## src/rtl/core/rsc_pkg.sv

```systemverilog
// Package for the resizer setup calculator: request/response structs, stage
// payload structs, status codes, limits and the per-axis setup function.
// No dependencies.
`default_nettype none

package rsc_pkg;

    localparam logic [11:0]        MAX_OUT_WIDTH    = 12'd1280;
    localparam logic [11:0]        MAX_NARROW_WIDTH = 12'd640;
    localparam logic [10:0]        COARSE_THRESHOLD = 11'd512;
    localparam logic [10:0]        UNITY_RATIO      = 11'd256;
    localparam logic signed [17:0] MIN_WINDOW       = 18'sd16;

    typedef enum logic [1:0] {
        ST_OK         = 2'd0,
        ST_TOO_WIDE   = 2'd1,
        ST_WIDE_VDOWN = 2'd2,
        ST_SMALL_WIN  = 2'd3
    } t_status;

    typedef struct packed {
        logic [11:0] src_width;
        logic [11:0] src_height;
        logic [11:0] dst_width;
        logic [11:0] dst_height;
        logic [10:0] h_ratio;
        logic [10:0] v_ratio;
        logic        pixel_format;
        logic [4:0]  src_addr_low;
    } t_req;

    typedef struct packed {
        t_status     status;
        logic [29:0] control_word;
        logic [3:0]  start_pixel;
        logic [14:0] window_width;
        logic [14:0] window_height;
    } t_rsp;

    // After the multiply stage.
    typedef struct packed {
        logic [22:0] h_prod;
        logic [22:0] v_prod;
        logic [11:0] dst_width;
        logic [10:0] h_ratio;
        logic [10:0] v_ratio;
        logic        h_src_lsb;
        logic        v_src_lsb;
        logic        pixel_format;
        logic [4:0]  src_addr_low;
    } t_s1;

    // After the phase and window size stage.
    typedef struct packed {
        logic [2:0]         h_phase;
        logic [2:0]         v_phase;
        logic signed [17:0] h_size;
        logic signed [17:0] v_size;
        logic [11:0]        dst_width;
        logic [10:0]        h_ratio;
        logic [10:0]        v_ratio;
        logic               pixel_format;
        logic [4:0]         src_addr_low;
    } t_s2;

    typedef struct packed {
        logic [2:0]         phase;
        logic signed [17:0] size;
    } t_axis;

    // Start phase and window size of one axis from the product dst * ratio.
    // Only the low bit of the source size matters to the phase, since the
    // phase keeps the low two or three bits of a difference of multiples.
    function automatic t_axis axis_setup(input logic [22:0] prod,
                                         input logic [10:0] ratio,
                                         input logic        src_lsb,
                                         input logic        vertical);
        t_axis              res;
        logic [1:0]         ph2;
        logic signed [25:0] sum;
        logic signed [17:0] base;
        if (ratio > COARSE_THRESHOLD) begin
            ph2 = {src_lsb, 1'b0} - prod[8:7] + 2'd2;
            res.phase = {1'b0, ph2};
            sum = $signed({3'b0, prod}) - $signed({15'b0, ratio})
                + $signed({17'b0, res.phase, 6'b0}) + 26'sd32;
            base = 18'(sum >>> 8);
            res.size = base + 18'sd7;
        end else begin
            ph2 = 2'b00;
            res.phase = {src_lsb, 2'b00} - prod[8:6];
            sum = $signed({3'b0, prod}) - $signed({15'b0, ratio})
                + $signed({18'b0, res.phase, 5'b0}) + 26'sd16;
            base = 18'(sum >>> 8);
            res.size = base + (vertical ? 18'sd4 : 18'sd7);
        end
        return res;
    endfunction

endpackage

`default_nettype wire

```

## src/rtl/core/rsc_mul_stage.sv

```systemverilog
// First pipeline stage: the two size-by-ratio products.
// Depends on rsc_pkg.
`default_nettype none

module rsc_mul_stage (
    input  wire               i_clk,
    input  wire               i_rst_n,
    input  wire               i_valid,
    input  rsc_pkg::t_req     i_data,
    output logic              o_ready,
    output logic              o_valid,
    output rsc_pkg::t_s1      o_data,
    input  wire               i_ready
);
    import rsc_pkg::*;

    logic r_valid;
    t_s1  r_data;
    t_s1  n_data;

    assign o_ready = !r_valid || i_ready;

    always_comb begin
        n_data.h_prod       = 23'(i_data.dst_width) * 23'(i_data.h_ratio);
        n_data.v_prod       = 23'(i_data.dst_height) * 23'(i_data.v_ratio);
        n_data.dst_width    = i_data.dst_width;
        n_data.h_ratio      = i_data.h_ratio;
        n_data.v_ratio      = i_data.v_ratio;
        n_data.h_src_lsb    = i_data.src_width[0];
        n_data.v_src_lsb    = i_data.src_height[0];
        n_data.pixel_format = i_data.pixel_format;
        n_data.src_addr_low = i_data.src_addr_low;
    end

    always_ff @(posedge i_clk) begin
        if (!i_rst_n) begin
            r_valid <= 1'b0;
        end else if (o_ready) begin
            r_valid <= i_valid;
        end
    end

    always_ff @(posedge i_clk) begin
        if (o_ready && i_valid) begin
            r_data <= n_data;
        end
    end

    assign o_valid = r_valid;
    assign o_data  = r_data;

endmodule

`default_nettype wire

```

## src/rtl/core/rsc_size_stage.sv

```systemverilog
// Second pipeline stage: start phase and input window size of both axes.
// Depends on rsc_pkg (axis_setup).
`default_nettype none

module rsc_size_stage (
    input  wire               i_clk,
    input  wire               i_rst_n,
    input  wire               i_valid,
    input  rsc_pkg::t_s1      i_data,
    output logic              o_ready,
    output logic              o_valid,
    output rsc_pkg::t_s2      o_data,
    input  wire               i_ready
);
    import rsc_pkg::*;

    logic  r_valid;
    t_s2   r_data;
    t_s2   n_data;
    t_axis h_axis;
    t_axis v_axis;

    assign o_ready = !r_valid || i_ready;

    always_comb begin
        h_axis = axis_setup(i_data.h_prod, i_data.h_ratio, i_data.h_src_lsb, 1'b0);
        v_axis = axis_setup(i_data.v_prod, i_data.v_ratio, i_data.v_src_lsb, 1'b1);
        n_data.h_phase      = h_axis.phase;
        n_data.v_phase      = v_axis.phase;
        n_data.h_size       = h_axis.size;
        n_data.v_size       = v_axis.size;
        n_data.dst_width    = i_data.dst_width;
        n_data.h_ratio      = i_data.h_ratio;
        n_data.v_ratio      = i_data.v_ratio;
        n_data.pixel_format = i_data.pixel_format;
        n_data.src_addr_low = i_data.src_addr_low;
    end

    always_ff @(posedge i_clk) begin
        if (!i_rst_n) begin
            r_valid <= 1'b0;
        end else if (o_ready) begin
            r_valid <= i_valid;
        end
    end

    always_ff @(posedge i_clk) begin
        if (o_ready && i_valid) begin
            r_data <= n_data;
        end
    end

    assign o_valid = r_valid;
    assign o_data  = r_data;

endmodule

`default_nettype wire

```

## src/rtl/core/rsc_pack_stage.sv

```systemverilog
// Third pipeline stage: error checks, control word packing and the output
// register that faces the downstream receiver. Depends on rsc_pkg.
`default_nettype none

module rsc_pack_stage (
    input  wire               i_clk,
    input  wire               i_rst_n,
    input  wire               i_valid,
    input  rsc_pkg::t_s2      i_data,
    output logic              o_ready,
    output logic              o_valid,
    output rsc_pkg::t_rsp     o_data,
    input  wire               i_ready
);
    import rsc_pkg::*;

    logic r_valid;
    t_rsp r_data;
    t_rsp n_data;

    assign o_ready = !r_valid || i_ready;

    always_comb begin
        n_data = '0;
        priority if (i_data.dst_width > MAX_OUT_WIDTH) begin
            n_data.status = ST_TOO_WIDE;
        end else if (i_data.v_ratio > COARSE_THRESHOLD
                     && i_data.dst_width > MAX_NARROW_WIDTH) begin
            n_data.status = ST_WIDE_VDOWN;
        end else if (i_data.h_size < MIN_WINDOW || i_data.v_size < MIN_WINDOW) begin
            n_data.status = ST_SMALL_WIN;
        end else begin
            n_data.status        = ST_OK;
            n_data.control_word  = {i_data.h_ratio < UNITY_RATIO, 1'b1,
                                    i_data.pixel_format, 1'b0,
                                    i_data.v_phase, i_data.h_phase,
                                    i_data.v_ratio[9:0] - 10'd1,
                                    i_data.h_ratio[9:0] - 10'd1};
            n_data.start_pixel   = i_data.src_addr_low[4:1];
            n_data.window_width  = i_data.h_size[14:0];
            n_data.window_height = i_data.v_size[14:0];
        end
    end

    always_ff @(posedge i_clk) begin
        if (!i_rst_n) begin
            r_valid <= 1'b0;
        end else if (o_ready) begin
            r_valid <= i_valid;
        end
    end

    always_ff @(posedge i_clk) begin
        if (o_ready && i_valid) begin
            r_data <= n_data;
        end
    end

    assign o_valid = r_valid;
    assign o_data  = r_data;

endmodule

`default_nettype wire

```

## src/rtl/core/resizer_setup_calculator.sv

```systemverilog
// Resizer setup calculator, top level. Uses rsc_pkg and the three stage
// modules rsc_mul_stage, rsc_size_stage and rsc_pack_stage.
//
// A request on i_req carries one resize job: source and destination sizes,
// both ratios, the pixel format and the low source address bits. It is taken
// at a rising edge where i_valid is high and o_stall is low. Each request
// yields exactly one response on o_rsp, handed over at an edge where o_valid
// is high and i_stall is low: a status code, the packed control word, the
// start pixel and the input window width and height. On any error status the
// other response fields are zero.
//
// The block is a three-stage pipeline: the products of destination size and
// ratio, then the start phases and window sizes, then the error checks and
// packing into the output register. A request passes through the stage
// registers in that order; its response can be taken once it reaches the
// output register. One request per cycle is taken in steady state while
// the receiver does not stall. The block keeps no state between jobs.
//
// The synchronous active-low reset empties all stages; o_valid is low after
// it. When the receiver raises i_stall, the response holds steady and each
// stage holds as soon as the stage after it is full, so o_stall rises only
// once all three stages are occupied; nothing is dropped or duplicated.
`default_nettype none

module resizer_setup_calculator (
    input  wire               i_clk,
    input  wire               i_rst_n,
    input  wire               i_valid,
    input  rsc_pkg::t_req     i_req,
    output logic              o_stall,
    output logic              o_valid,
    output rsc_pkg::t_rsp     o_rsp,
    input  wire               i_stall
);
    import rsc_pkg::*;

    // Ready travels backward and combines per stage, so a bubble anywhere in
    // the pipe can be filled even while the output is stalled.
    logic s1_ready;
    logic s1_valid;
    t_s1  s1_data;
    logic s2_ready;
    logic s2_valid;
    t_s2  s2_data;
    logic s3_ready;

    assign o_stall = !s1_ready;

    rsc_mul_stage u_mul (
        .i_clk   (i_clk),
        .i_rst_n (i_rst_n),
        .i_valid (i_valid),
        .i_data  (i_req),
        .o_ready (s1_ready),
        .o_valid (s1_valid),
        .o_data  (s1_data),
        .i_ready (s2_ready)
    );

    rsc_size_stage u_size (
        .i_clk   (i_clk),
        .i_rst_n (i_rst_n),
        .i_valid (s1_valid),
        .i_data  (s1_data),
        .o_ready (s2_ready),
        .o_valid (s2_valid),
        .o_data  (s2_data),
        .i_ready (s3_ready)
    );

    // The last stage's register is the output register; the response stays
    // put for as long as the receiver stalls.
    rsc_pack_stage u_pack (
        .i_clk   (i_clk),
        .i_rst_n (i_rst_n),
        .i_valid (s2_valid),
        .i_data  (s2_data),
        .o_ready (s3_ready),
        .o_valid (o_valid),
        .o_data  (o_rsp),
        .i_ready (!i_stall)
    );

endmodule

`default_nettype wire

```

## config.mk

```make
export PLATFORM = sky130hd
export DESIGN_NAME = resizer_setup_calculator
export DESIGN_NICKNAME = d
export VERILOG_FILES = /design/src/rtl/core/rsc_pkg.sv /design/src/rtl/core/rsc_mul_stage.sv /design/src/rtl/core/rsc_size_stage.sv /design/src/rtl/core/rsc_pack_stage.sv /design/src/rtl/core/resizer_setup_calculator.sv
export SDC_FILE = /design/constraint.sdc
export NUM_CORES = 1
export LEC_CHECK = 0
export BUFFER_PORTS_ARGS = -buffer_cell sky130_fd_sc_hd__buf_4
export CAP_MARGIN = 25
export CORE_MARGIN = 2
export CORE_UTILIZATION = 50
export CTS_BUF_LIST = sky130_fd_sc_hd__clkbuf_4 sky130_fd_sc_hd__clkbuf_8
export CTS_CLUSTER_SIZE = 10
export DETAILED_ROUTE_END_ITERATION = 7
export GPL_TIMING_DRIVEN = 0
export PLACE_DENSITY = 0.72
export RECOVER_POWER = 25
export SYNTH_ARGS = -nofsm -noshare
export SYNTH_HDL_FRONTEND = slang
export SYNTH_HIERARCHICAL = 1
export SYNTH_SLANG_ARGS = --single-unit
export TNS_END_PERCENT = 50
```

## constraint.sdc

```tcl
create_clock -name i_clk -period 14.7 [get_ports i_clk]
set_clock_uncertainty 0.15 [all_clocks]
set_input_delay 2.94 -clock i_clk [delete_from_list [all_inputs] [get_ports i_clk]]
set_output_delay 2.94 -clock i_clk [all_outputs]
set_load 0.01 [all_outputs]
```

**Word-level counts from Yosys, hierarchy flattened**

Cells that the tools add are included.
Widths: inputs -> output; s select.

- Reductions and logical operators: 15
- $lt $le $gt $ge: 8
- Multiply operators: 2
- $add $sub $neg: 22
- Multiplexer cells: 5

Operator list:

| kind | count |
|---|---|
| $add 24x9->25 | 4 |
| $add 18x4->18 const B | 4 |
| $mux 63 | 1 |
| $add 26x6->26 const B | 2 |
| $add 26x7->26 const B | 2 |
| $sub 23x11->24 | 2 |
| $mul 12x11->23 | 2 |
| $mux 20 | 2 |
| $lt 18x6->1 const B | 2 |
| $gt 11x10->1 const B | 3 |
| $sub 10x1->10 const B | 2 |
| $gt 12x10->1 const B | 1 |
| $gt 12x11->1 const B | 1 |
| $lt 11x9->1 const B | 1 |
| $sub 3x3->3 | 2 |
| $logic_not 1->1 | 5 |
| $add 2x2->2 const B | 2 |
| $logic_and 1x1->1 | 4 |
| $logic_or 1x1->1 | 4 |
| $mux 2 | 2 |
| $sub 2x2->2 | 2 |
| $reduce_or 3->1 | 1 |
| $reduce_or 2->1 | 1 |

- Output and inout port bits: 68
- Register bits: 239
- Input bits: 80

**Logic depth before layout (Yosys ltp)**

Gate-level depths: netlist of the first run.

- Depth in word-level cells: 6
- Gate-level depth with buffers: 26
- Mapped depth without buffers: 25

**By module**

The synthesis of the first run kept the hierarchy.

By module, submodules not included:

| module | area an instance (um^2) | instances | cells an instance |
|---|---|---|---|
| rsc_mul_stage | 11541.1 | 1 | 1150 |
| rsc_size_stage | 8428.1 | 1 | 998 |
| rsc_pack_stage | 3480.8 | 1 | 228 |
| resizer_setup_calculator | 7.5 | 1 | 2 |

**Worst setup path before layout of the first run**

No wires, ideal clock.

- Kind: input-to-reg
- From: in i_req[21] (netlist name)
- To: reg u_mul.r_data, in the netlist u_mul/o_data[81] (data pin)
- Path slack: 6763 ps
- Data required time: 14289 ps
- Cell stages on the path: 16
- Arrival time: 7526 ps
- Path buffers: 1
- Library setup time: 261 ps
- Path through: clkbuf_1 nand2_1 fa_1 fa_1 fa_1 inv_1 fa_1 inv_1 fa_1 inv_1 ha_1 and2_1 o41ai_2 nand2_1 a31o_1 a311o_1

RTL lines:

| what | RTL line | RTL |
|---|---|---|
| start, declared | resizer_setup_calculator.sv:29 | `input rsc_pkg::t_req i_req,` |
| end signal, assigned | rsc_mul_stage.sv:45 | `r_data <= n_data;` |
| end, declared | rsc_mul_stage.sv:18 | `t_s1 r_data;` |

==> results.ini, run 1 <==
[die]
std_cell_rows = 79
die_h_um = 220
die_x_um = 220
core_area_um2 = 46400
initial_core_util_pct = 50.5
fp.dieArea_um2 = 48500
io_pins = 148

[cells_and_area]
design_area_um2 = 25700
layout_commonest_cell = inv_1
post-route-util_pct = 55.4
drive_gt1_share_pct = 10.0
layout_common_cells = inv_1, nand2_1, edfxtp_1
area_delta_synth_final_pct = 9.74
nNetsFinal = 2965
instances_no_fill = 3180

[power_and_ir_drop]
p_clk_share_pct = 12.1
p_int_mw = 2.85
p_seq_share_pct = 19.6
p_switching_mw = 2.57
ir_drop_mv = 0.119
p_sw_share_pct = 47.4
p_leak_nw = 10.7
design_power_total_mw = 5.42
p_comb_share_pct = 68.4
pwr_density_cell_nw_per_um2 = 211

[worst_setup_path]
worst_path_max_delay_cell = fa_1
critPathCaptureType = register
cpMostUsedCell = fa_1
critPathTopFamily = adder cells
critPathKind = input pin to register
critPathRequiredTime_ps = 14870
ff2ff_setup_slack_ps = 8610
path_cells = clkbuf_1, clkbuf_1, nand2_1, fa_1, fa_1, fa_1, inv_1, fa_1, inv_1, fa_1, inv_1, ha_1, and2_1, o41ai_2, nand2_1, a31o_1, a311o_1
critPathBufInv = 5
cpPeakStageDelay_ps = 530
crit_fanout = 10
start_kind = input pin
arrival_ps = 8420

[synth]
syn_nets = 2796
mappedNetlistArea_um2 = 23400
syn_inst = 2376
syn_area_per_cell_um2 = 9.85
ys_warn_count = 6

[global_route]
antenna_found_initial = 1
grt_use_total_pct = 23.5
first_global_vias = 17900
grt_overflow = 0
grt_pass1_wl_um = 91500
grt_max_degree = 80

[timing]
relSlewSlack_pct = 36.9
hold_violations = 0
setup_viol = 0
fmaxAchievable_mhz = 121
period_minus_slack_ps = 8250
fin_ws_ps = 6450
holdWs_ps = 272
period_share_pct = 56.1
slew_violations = 0
rsz0062_at_grt = no
worst_pin_slew_ps = 946
fin_tns_setup_ps = 0

[placed_design]
dpl_worst_slack_ps = 6080
placed_area_um2 = 25200
gp_congestion = 0.941
dpl.hpwl_um = 44400
io_buffer_count = 123
dp_cells = 3109

[clock_tree]
cts_tree = done
post_cts_resized = 0
numCtsBuffers = 41
clock_latency_ps = 580
cts_hold_buffers = 0
htree_num_levels = 2
cts-root-buf = clkbuf_8
post-cts-setup-buffers = 0
cts_buffer_depth = 3
clkSinkCount = 236
clkTransAtPathRegs_ps = 60

[detailed_routing]
wl_per_cell_um = 17.5
drc = 0
drtIter0Drc = 1423
drt_first_pass_iters = 6
totalWireLength_um = 55800
viasPerCell = 5.63
drtAntennaViolNets = 0
via_count = 17900

[status]
status = complete, no violations

[worst_hold_path]
hp-class = register to register

[flow_run]
maxCapViolCount = 0

[worst reg2reg max path, cell delays in order, from the launching register on]
cell and delay [ps]:
edfxtp_1 430, inv_1 70, ha_1 270, inv_1 50, o21ai_1 320, a31oi_1 290
nor2b_1 170, nor3_1 60, nor2_1 260, ha_1 250, inv_1 60, fa_1 350
clkbuf_1 220, nor3_1 400, nand4_1 350, o21ai_1 400, o2111ai_1 290, nor3_1 500
and3_1 230, buf_2 150, xnor2_1 100, nor4_1 280, o21ai_1 180
[sequential cells by signal (all words and copies together), names as in the netlist]
signal,cells
u_mul/o_data,87
u_size/o_data,81
u_pack/o_data,65
u_mul/o_valid,1
u_pack/o_valid,1
u_size/o_valid,1
[power groups by stage]
stage          Combinational [mW]  Sequential [mW]  Clock (mW)
4_1_cts                      3.68             1.06       0.673
2_1_floorplan                2.89             1.05           0
6_report                     3.71             1.06       0.654
3_5_place_dp                 3.66             1.07           0
3_3_place_gp                 3.57             1.07           0
5_1_grt                      4.18             1.07       0.705
[worst paths after layout]
check	start	to	cells after the start
setup / recovery	i_req[24]	u_mul/o_data[81]	17
hold / removal	u_mul/o_data[36]	u_size/o_data[34]	0
setup reg to reg	u_mul/o_data[9]	u_size/o_data[57]	22
hold reg to reg	u_mul/o_data[36]	u_size/o_data[34]	0
[area by class of cell]
| cell class | instances | area [um^2] |
|---|---|---|
| fill | 4058 | 20700 |
| buffer | 116 | 498 |
| inverter | 285 | 1070 |
| sequential | 236 | 7060 |
| multi-input combinational | 1739 | 14500 |
| clock inverter | 22 | 264 |
| timing repair buffer | 126 | 871 |
| clock buffer | 48 | 623 |
| antenna | 1 | 2.50 |
| tap | 607 | 759 |
[routing by layer]
metal	global-route usage, %	vias to the layer above	part of all wire (%)
met2	36.5	626	44
met3	3.48	75	6.4
li1	-	8590	-
met4	6.31	0	1.9
met5	0	-	0
met1	34.4	8622	48
No activity file was read; power rests on OpenSTA's default activity.
==> run 2, diff against run 1 <==
--- a/config.mk
+++ b/config.mk
@@ -13,7 +13,7 @@
 export CTS_CLUSTER_SIZE = 10
 export DETAILED_ROUTE_END_ITERATION = 7
 export GPL_TIMING_DRIVEN = 0
-export PLACE_DENSITY = 0.72
+export PLACE_DENSITY = 0.74
 export RECOVER_POWER = 25
 export SYNTH_ARGS = -nofsm -noshare
 export SYNTH_HDL_FRONTEND = slang
==> constraint.sdc (replaced) <==
create_clock -name i_clk -period 7.3 [get_ports i_clk]
set_clock_uncertainty 0.15 [all_clocks]
set_input_delay 1.46 -clock i_clk [delete_from_list [all_inputs] [get_ports i_clk]]
set_output_delay 1.46 -clock i_clk [all_outputs]
set_load 0.01 [all_outputs]
==> run 2 against run 1 <==
The flow now finishes with violations (max-capacitance violations, max-slew violations). Count of clock-buffer cells in the layout rose by 5. Critical path depth did not move. Worst setup slack got worse by 5800 ps. Clock power rose by 100%. Die area did not move. Design area rose by 1.1%. Largest cell class unchanged. Largest power group unchanged.
==> results.ini, run 2 (synthesis gave the netlist of run 1 again) <==
[global_route]
grt_max_degree = 79  ; -1.3%
grt_pass1_wl_um = 90900  ; -0.63%
grt_overflow = 0  ; unchanged
first_global_vias = 17500  ; -2.2%
antenna_found_initial = 0  ; -1
grt_use_total_pct = 23.4  ; -0.16 points

[timing]
fin_tns_setup_ps = 0  ; unchanged
hold_violations = 0  ; unchanged
period_share_pct = 91.6
worst_pin_slew_ps = 1630  ; +683 ps
fmaxAchievable_mhz = 150
setup_viol = 0  ; unchanged
slew_violations = 45  ; +45
period_minus_slack_ps = 6690
fin_ws_ps = 612  ; -5840 ps
relSlewSlack_pct = -8.67  ; -46 points
rsz0062_at_grt = no

[die]
die_h_um = 220  ; unchanged
core_area_um2 = 46400  ; unchanged
die_x_um = 220  ; unchanged
std_cell_rows = 79  ; unchanged
initial_core_util_pct = 50.5  ; unchanged
io_pins = 148  ; unchanged
fp.dieArea_um2 = 48500  ; unchanged

[worst_setup_path]
critPathKind = input pin to register
arrival_ps = 6880  ; -1540 ps
start_kind = input pin
critPathCaptureType = register
crit_fanout = 10  ; unchanged
critPathRequiredTime_ps = 7490  ; -7380 ps

[placed_design]
gp_congestion = 0.922  ; -2.0%
dpl_worst_slack_ps = 207  ; -5880 ps
placed_area_um2 = 25200  ; unchanged
io_buffer_count = 123  ; unchanged
dpl.hpwl_um = 44500  ; +0.15%

[detailed_routing]
drc = 0  ; unchanged
via_count = 18000  ; +0.73%
drt_first_pass_iters = 6  ; unchanged
wl_per_cell_um = 17.6  ; about the same
drtIter0Drc = 1413  ; -0.70%
drtAntennaViolNets = 0  ; unchanged
totalWireLength_um = 56000  ; +0.34%
viasPerCell = 5.66  ; +0.48%

[clock_tree]
cts_tree = done
clkSinkCount = 236  ; unchanged
post_cts_resized = 0  ; unchanged
clkTransAtPathRegs_ps = 60  ; about the same
clock_latency_ps = 600  ; +20 ps
cts-root-buf = clkbuf_8
cts_buffer_depth = 3  ; unchanged
post-cts-setup-buffers = 0  ; unchanged
htree_num_levels = 2  ; unchanged
numCtsBuffers = 42  ; +2.4%
cts_hold_buffers = 0  ; unchanged

[power_and_ir_drop]
ir_drop_mv = 0.250  ; +110%
p_switching_mw = 5.23  ; +100%
p_comb_share_pct = 68.3  ; about the same
pwr_density_cell_nw_per_um2 = 422  ; +100%
p_clk_share_pct = 12.2  ; about the same
p_sw_share_pct = 47.7  ; +0.35 points
p_int_mw = 5.73  ; +100%
design_power_total_mw = 11.0  ; +100%
p_leak_nw = 10.7  ; +0.68%
p_seq_share_pct = 19.5  ; about the same

[flow_run]
maxCapViolCount = 2  ; +2

[cells_and_area]
post-route-util_pct = 56.0  ; +0.61 points
layout_commonest_cell = inv_1
fillerInstances = 3973  ; -2.1%
layout_common_cells = inv_1, nand2_1, edfxtp_1
design_area_um2 = 26000  ; +1.1%
drive_gt1_share_pct = 11.6  ; +1.6 points
multi_input_comb_area_um2 = 14700  ; +1.3%
largest_reg_flops = 87  ; unchanged
nNetsFinal = 2966  ; +0.034%
area_delta_synth_final_pct = 11.0
register_area_um2 = 7060  ; unchanged

[status]
failed_checks = max-capacitance violations, max-slew violations
status = finished, violations left

[worst_hold_path]
hp-class = register to register

==> run 2: cell types whose count changed in the layout (fill, tap and decap cells not counted), sizes merged <==
cell,before,now
inv,287,288
clkinv,13,17
clkbuf,183,181
bufinv,6,4
buf,107,114
==> run 2: critical path: stages <==
cell	delay (ps)
clkbuf_1	300
clkbuf_1	500
nand2_1	150
fa_1	560
fa_1	440
fa_1	490
inv_1	50
fa_1	520
inv_1	50
fa_1	520
inv_1	40
ha_1	360
and2_1	220
o41ai_2	400
nand2_1	190
a31o_1	290
a311o_1	320
==> run 2: routing by layer <==
| layer | track usage (%) | up-vias | wire, um |
|---|---|---|---|
| met1 | 34.1 | 8636 | 26000 |
| met4 | 7.32 | 0 | 1430 |
| met2 | 36.1 | 704 | 24600 |
| li1 | - | 8615 | - |
| met3 | 3.19 | 89 | 4010 |
| met5 | 0 | - | 0 |
==> run 2: power by group through the flow <==
stage	Clock, mW	Combinational, mW	Sequential, mW
floorplan	0	5.82	2.11
global route	1.44	8.38	2.16
detailed placement	0	7.35	2.16
CTS	1.38	7.41	2.14
finish	1.34	7.49	2.14
global placement	0	7.22	2.16
==> run 2: worst paths after layout <==
| kind | startpoint | end | slack [ps] | depth (start not counted) |
|---|---|---|---|---|
| setup / recovery | i_req[20] | u_mul/o_data[81] | 610 | 17 |
| hold / removal | u_mul/o_data[2] | u_size/o_data[2] | 270 | 0 |
| setup reg to reg | u_mul/o_data[10] | u_size/o_data[57] | 1230 | 23 |
| hold reg to reg | u_mul/o_data[2] | u_size/o_data[2] | 270 | 0 |
==> run 2: area by class of cell <==
class,instances,share of cell area (%)
sequential,236,27.2
antenna,1,0.00964
tap,607,2.93
buffer,116,2.10
multi-input combinational,1739,56.7
clock buffer,53,2.64
inverter,285,4.12
clock inverter,25,0.945
timing repair buffer,126,3.35
==> run 2: metrics by stage <==
stage	hold slack [ps]	cells
final	269	3188
after global routing	277	3187
after CTS	265	3187
after detailed placement	255	3109
after global placement	252	3106
after floorplan	250	2376
==> run 3, diff against run 2 <==
--- a/config.mk
+++ b/config.mk
@@ -13,8 +13,10 @@
 export CTS_CLUSTER_SIZE = 10
 export DETAILED_ROUTE_END_ITERATION = 7
 export GPL_TIMING_DRIVEN = 0
-export PLACE_DENSITY = 0.74
+export MAX_ROUTING_LAYER = met4
+export PLACE_DENSITY = 0.71
 export RECOVER_POWER = 25
+export SLEW_MARGIN = 20
 export SYNTH_ARGS = -nofsm -noshare
 export SYNTH_HDL_FRONTEND = slang
 export SYNTH_HIERARCHICAL = 1
==> run 3 against run 2 <==
Worst setup slack worse by 110 ps. Cell count about the same. The run still ends with max-capacitance violations, max-slew violations left. Clock power down 4%. Critical path depth unchanged. Via count down 1.1%. Utilization down 0.14 points. Die area unchanged. Combinational power about the same. Power down 0.48%.
==> results.ini, run 3 (synthesis gave the netlist of run 1 again) <==
[status]
status = finished, violations left
failed_checks = max-capacitance violations, max-slew violations

[worst_setup_path]
critPathCaptureType = register
arrival_ps = 6980  ; +100 ps
worst_path_max_delay_cell = fa_1
critPathKind = input pin to register
critPathRequiredTime_ps = 7480  ; about the same
cpMostUsedCell = fa_1
cpPeakStageDelay_ps = 590  ; +30 ps
crit_fanout = 10  ; unchanged
start_kind = input pin
critPathTopFamily = adder cells
path_cells = clkbuf_1, clkbuf_1, nand2_1, fa_1, fa_1, fa_1, inv_1, fa_1, inv_1, fa_1, inv_1, ha_1, and2_1, o41ai_2, nand2_1, a31o_1, a311o_1
critPathBufInv = 5  ; unchanged

[cells_and_area]
area_delta_synth_final_pct = 10.7
layout_common_cells = inv_1, nand2_1, edfxtp_1
largest_reg_flops = 87  ; unchanged
instances_no_fill = 3185  ; -0.094%
multi_input_comb_area_um2 = 14700  ; about the same
register_area_um2 = 7060  ; unchanged
nNetsFinal = 2965  ; -0.034%
drive_gt1_share_pct = 11.4  ; -0.22 points
design_area_um2 = 25900  ; -0.25%
fillerInstances = 4078  ; +2.6%
layout_commonest_cell = inv_1

[worst_hold_path]
hp-class = register to register

[clock_tree]
clkSinkCount = 236  ; unchanged
cts_buffer_depth = 3  ; unchanged
numCtsBuffers = 41  ; -2.4%
post-cts-setup-buffers = 0  ; unchanged
cts-root-buf = clkbuf_8
htree_num_levels = 2  ; unchanged
cts_hold_buffers = 0  ; unchanged
clock_latency_ps = 590  ; about the same
cts_tree = done
clkTransAtPathRegs_ps = 70  ; about the same
post_cts_resized = 0  ; unchanged

[die]
die_x_um = 220  ; unchanged
initial_core_util_pct = 50.5  ; unchanged
io_pins = 148  ; unchanged
core_area_um2 = 46400  ; unchanged
std_cell_rows = 79  ; unchanged
die_h_um = 220  ; unchanged
fp.dieArea_um2 = 48500  ; unchanged

[power_and_ir_drop]
p_leak_nw = 10.7  ; -0.36%
pwr_density_cell_nw_per_um2 = 421  ; -0.23%
ir_drop_mv = 0.229  ; -8.1%
design_power_total_mw = 10.9  ; -0.48%

[global_route]
first_global_vias = 17700  ; +0.94%
grt_use_total_pct = 24.2  ; +0.80 points
grt_pass1_wl_um = 90900  ; about the same
grt_max_degree = 60  ; -24%
antenna_found_initial = 0  ; unchanged
grt_overflow = 0  ; unchanged

[detailed_routing]
drtIter0Drc = 1356  ; -4.0%
viasPerCell = 5.60  ; -0.99%
totalWireLength_um = 55600  ; -0.71%
via_count = 17800  ; -1.1%
drc = 0  ; unchanged
drt_first_pass_iters = 5  ; -1
drtAntennaViolNets = 0  ; unchanged
wl_per_cell_um = 17.4  ; -0.62%

[timing]
worst_pin_slew_ps = 2210  ; +577 ps
hold_violations = 0  ; unchanged
fin_tns_setup_ps = 0  ; unchanged
slew_violations = 45  ; unchanged
period_minus_slack_ps = 6800  ; +110 ps
rsz0062_at_grt = no
period_share_pct = 93.1  ; +1.5 points
setup_viol = 0  ; unchanged
relSlewSlack_pct = -47.1  ; -38 points
fmaxAchievable_mhz = 147  ; -1.6%

[placed_design]
io_buffer_count = 123  ; unchanged
placed_area_um2 = 25200  ; about the same
dp_cells = 3109  ; unchanged
gp_congestion = 0.925  ; +0.31%
dpl.hpwl_um = 44600  ; +0.29%

[flow_run]
maxCapViolCount = 1  ; -1

run 3: metrics by stage:
stage	hold WS (ps)	utilization, %	worst slack (ps)
2_1_floorplan	250	-	843
3_3_place_gp	253	54.1	136
3_5_place_dp	256	54.3	125
4_1_cts	257	56.2	754
5_1_grt	270	55.9	347
6_report	257	55.9	503
run 3: cell type report:
class,instances,share of cell area [%]
clock buffer,46,2.35
sequential,236,27.3
inverter,285,4.13
buffer,116,2.10
antenna,1,0.00966
clock inverter,29,1.07
timing repair buffer,126,3.27
multi-input combinational,1739,56.9
tap,607,2.93
run 3: layer usage:
metal	routed length (um)	share of wire [%]	global-route usage, %
met5	0	0	-
met1	26500	48	34.2
met4	1340	2.4	7.34
met3	3350	6.0	3.05
met2	24300	44	36.3
run 3: where the power goes:
part           internal (mW)  switching [mW]
sequential              2.00           0.143
combinational           2.97            4.51
clock                  0.744           0.549
run 3: worst paths after layout:
check        cells after the start  slack [ps]           endpoint        startpoint
max reg2reg                     22        1160  u_size/o_data[57]   u_mul/o_data[9]
min                              0         260  u_size/o_data[39]  u_mul/o_data[41]
max                             17         500   u_mul/o_data[81]         i_req[21]
min reg2reg                      0         260  u_size/o_data[39]  u_mul/o_data[41]
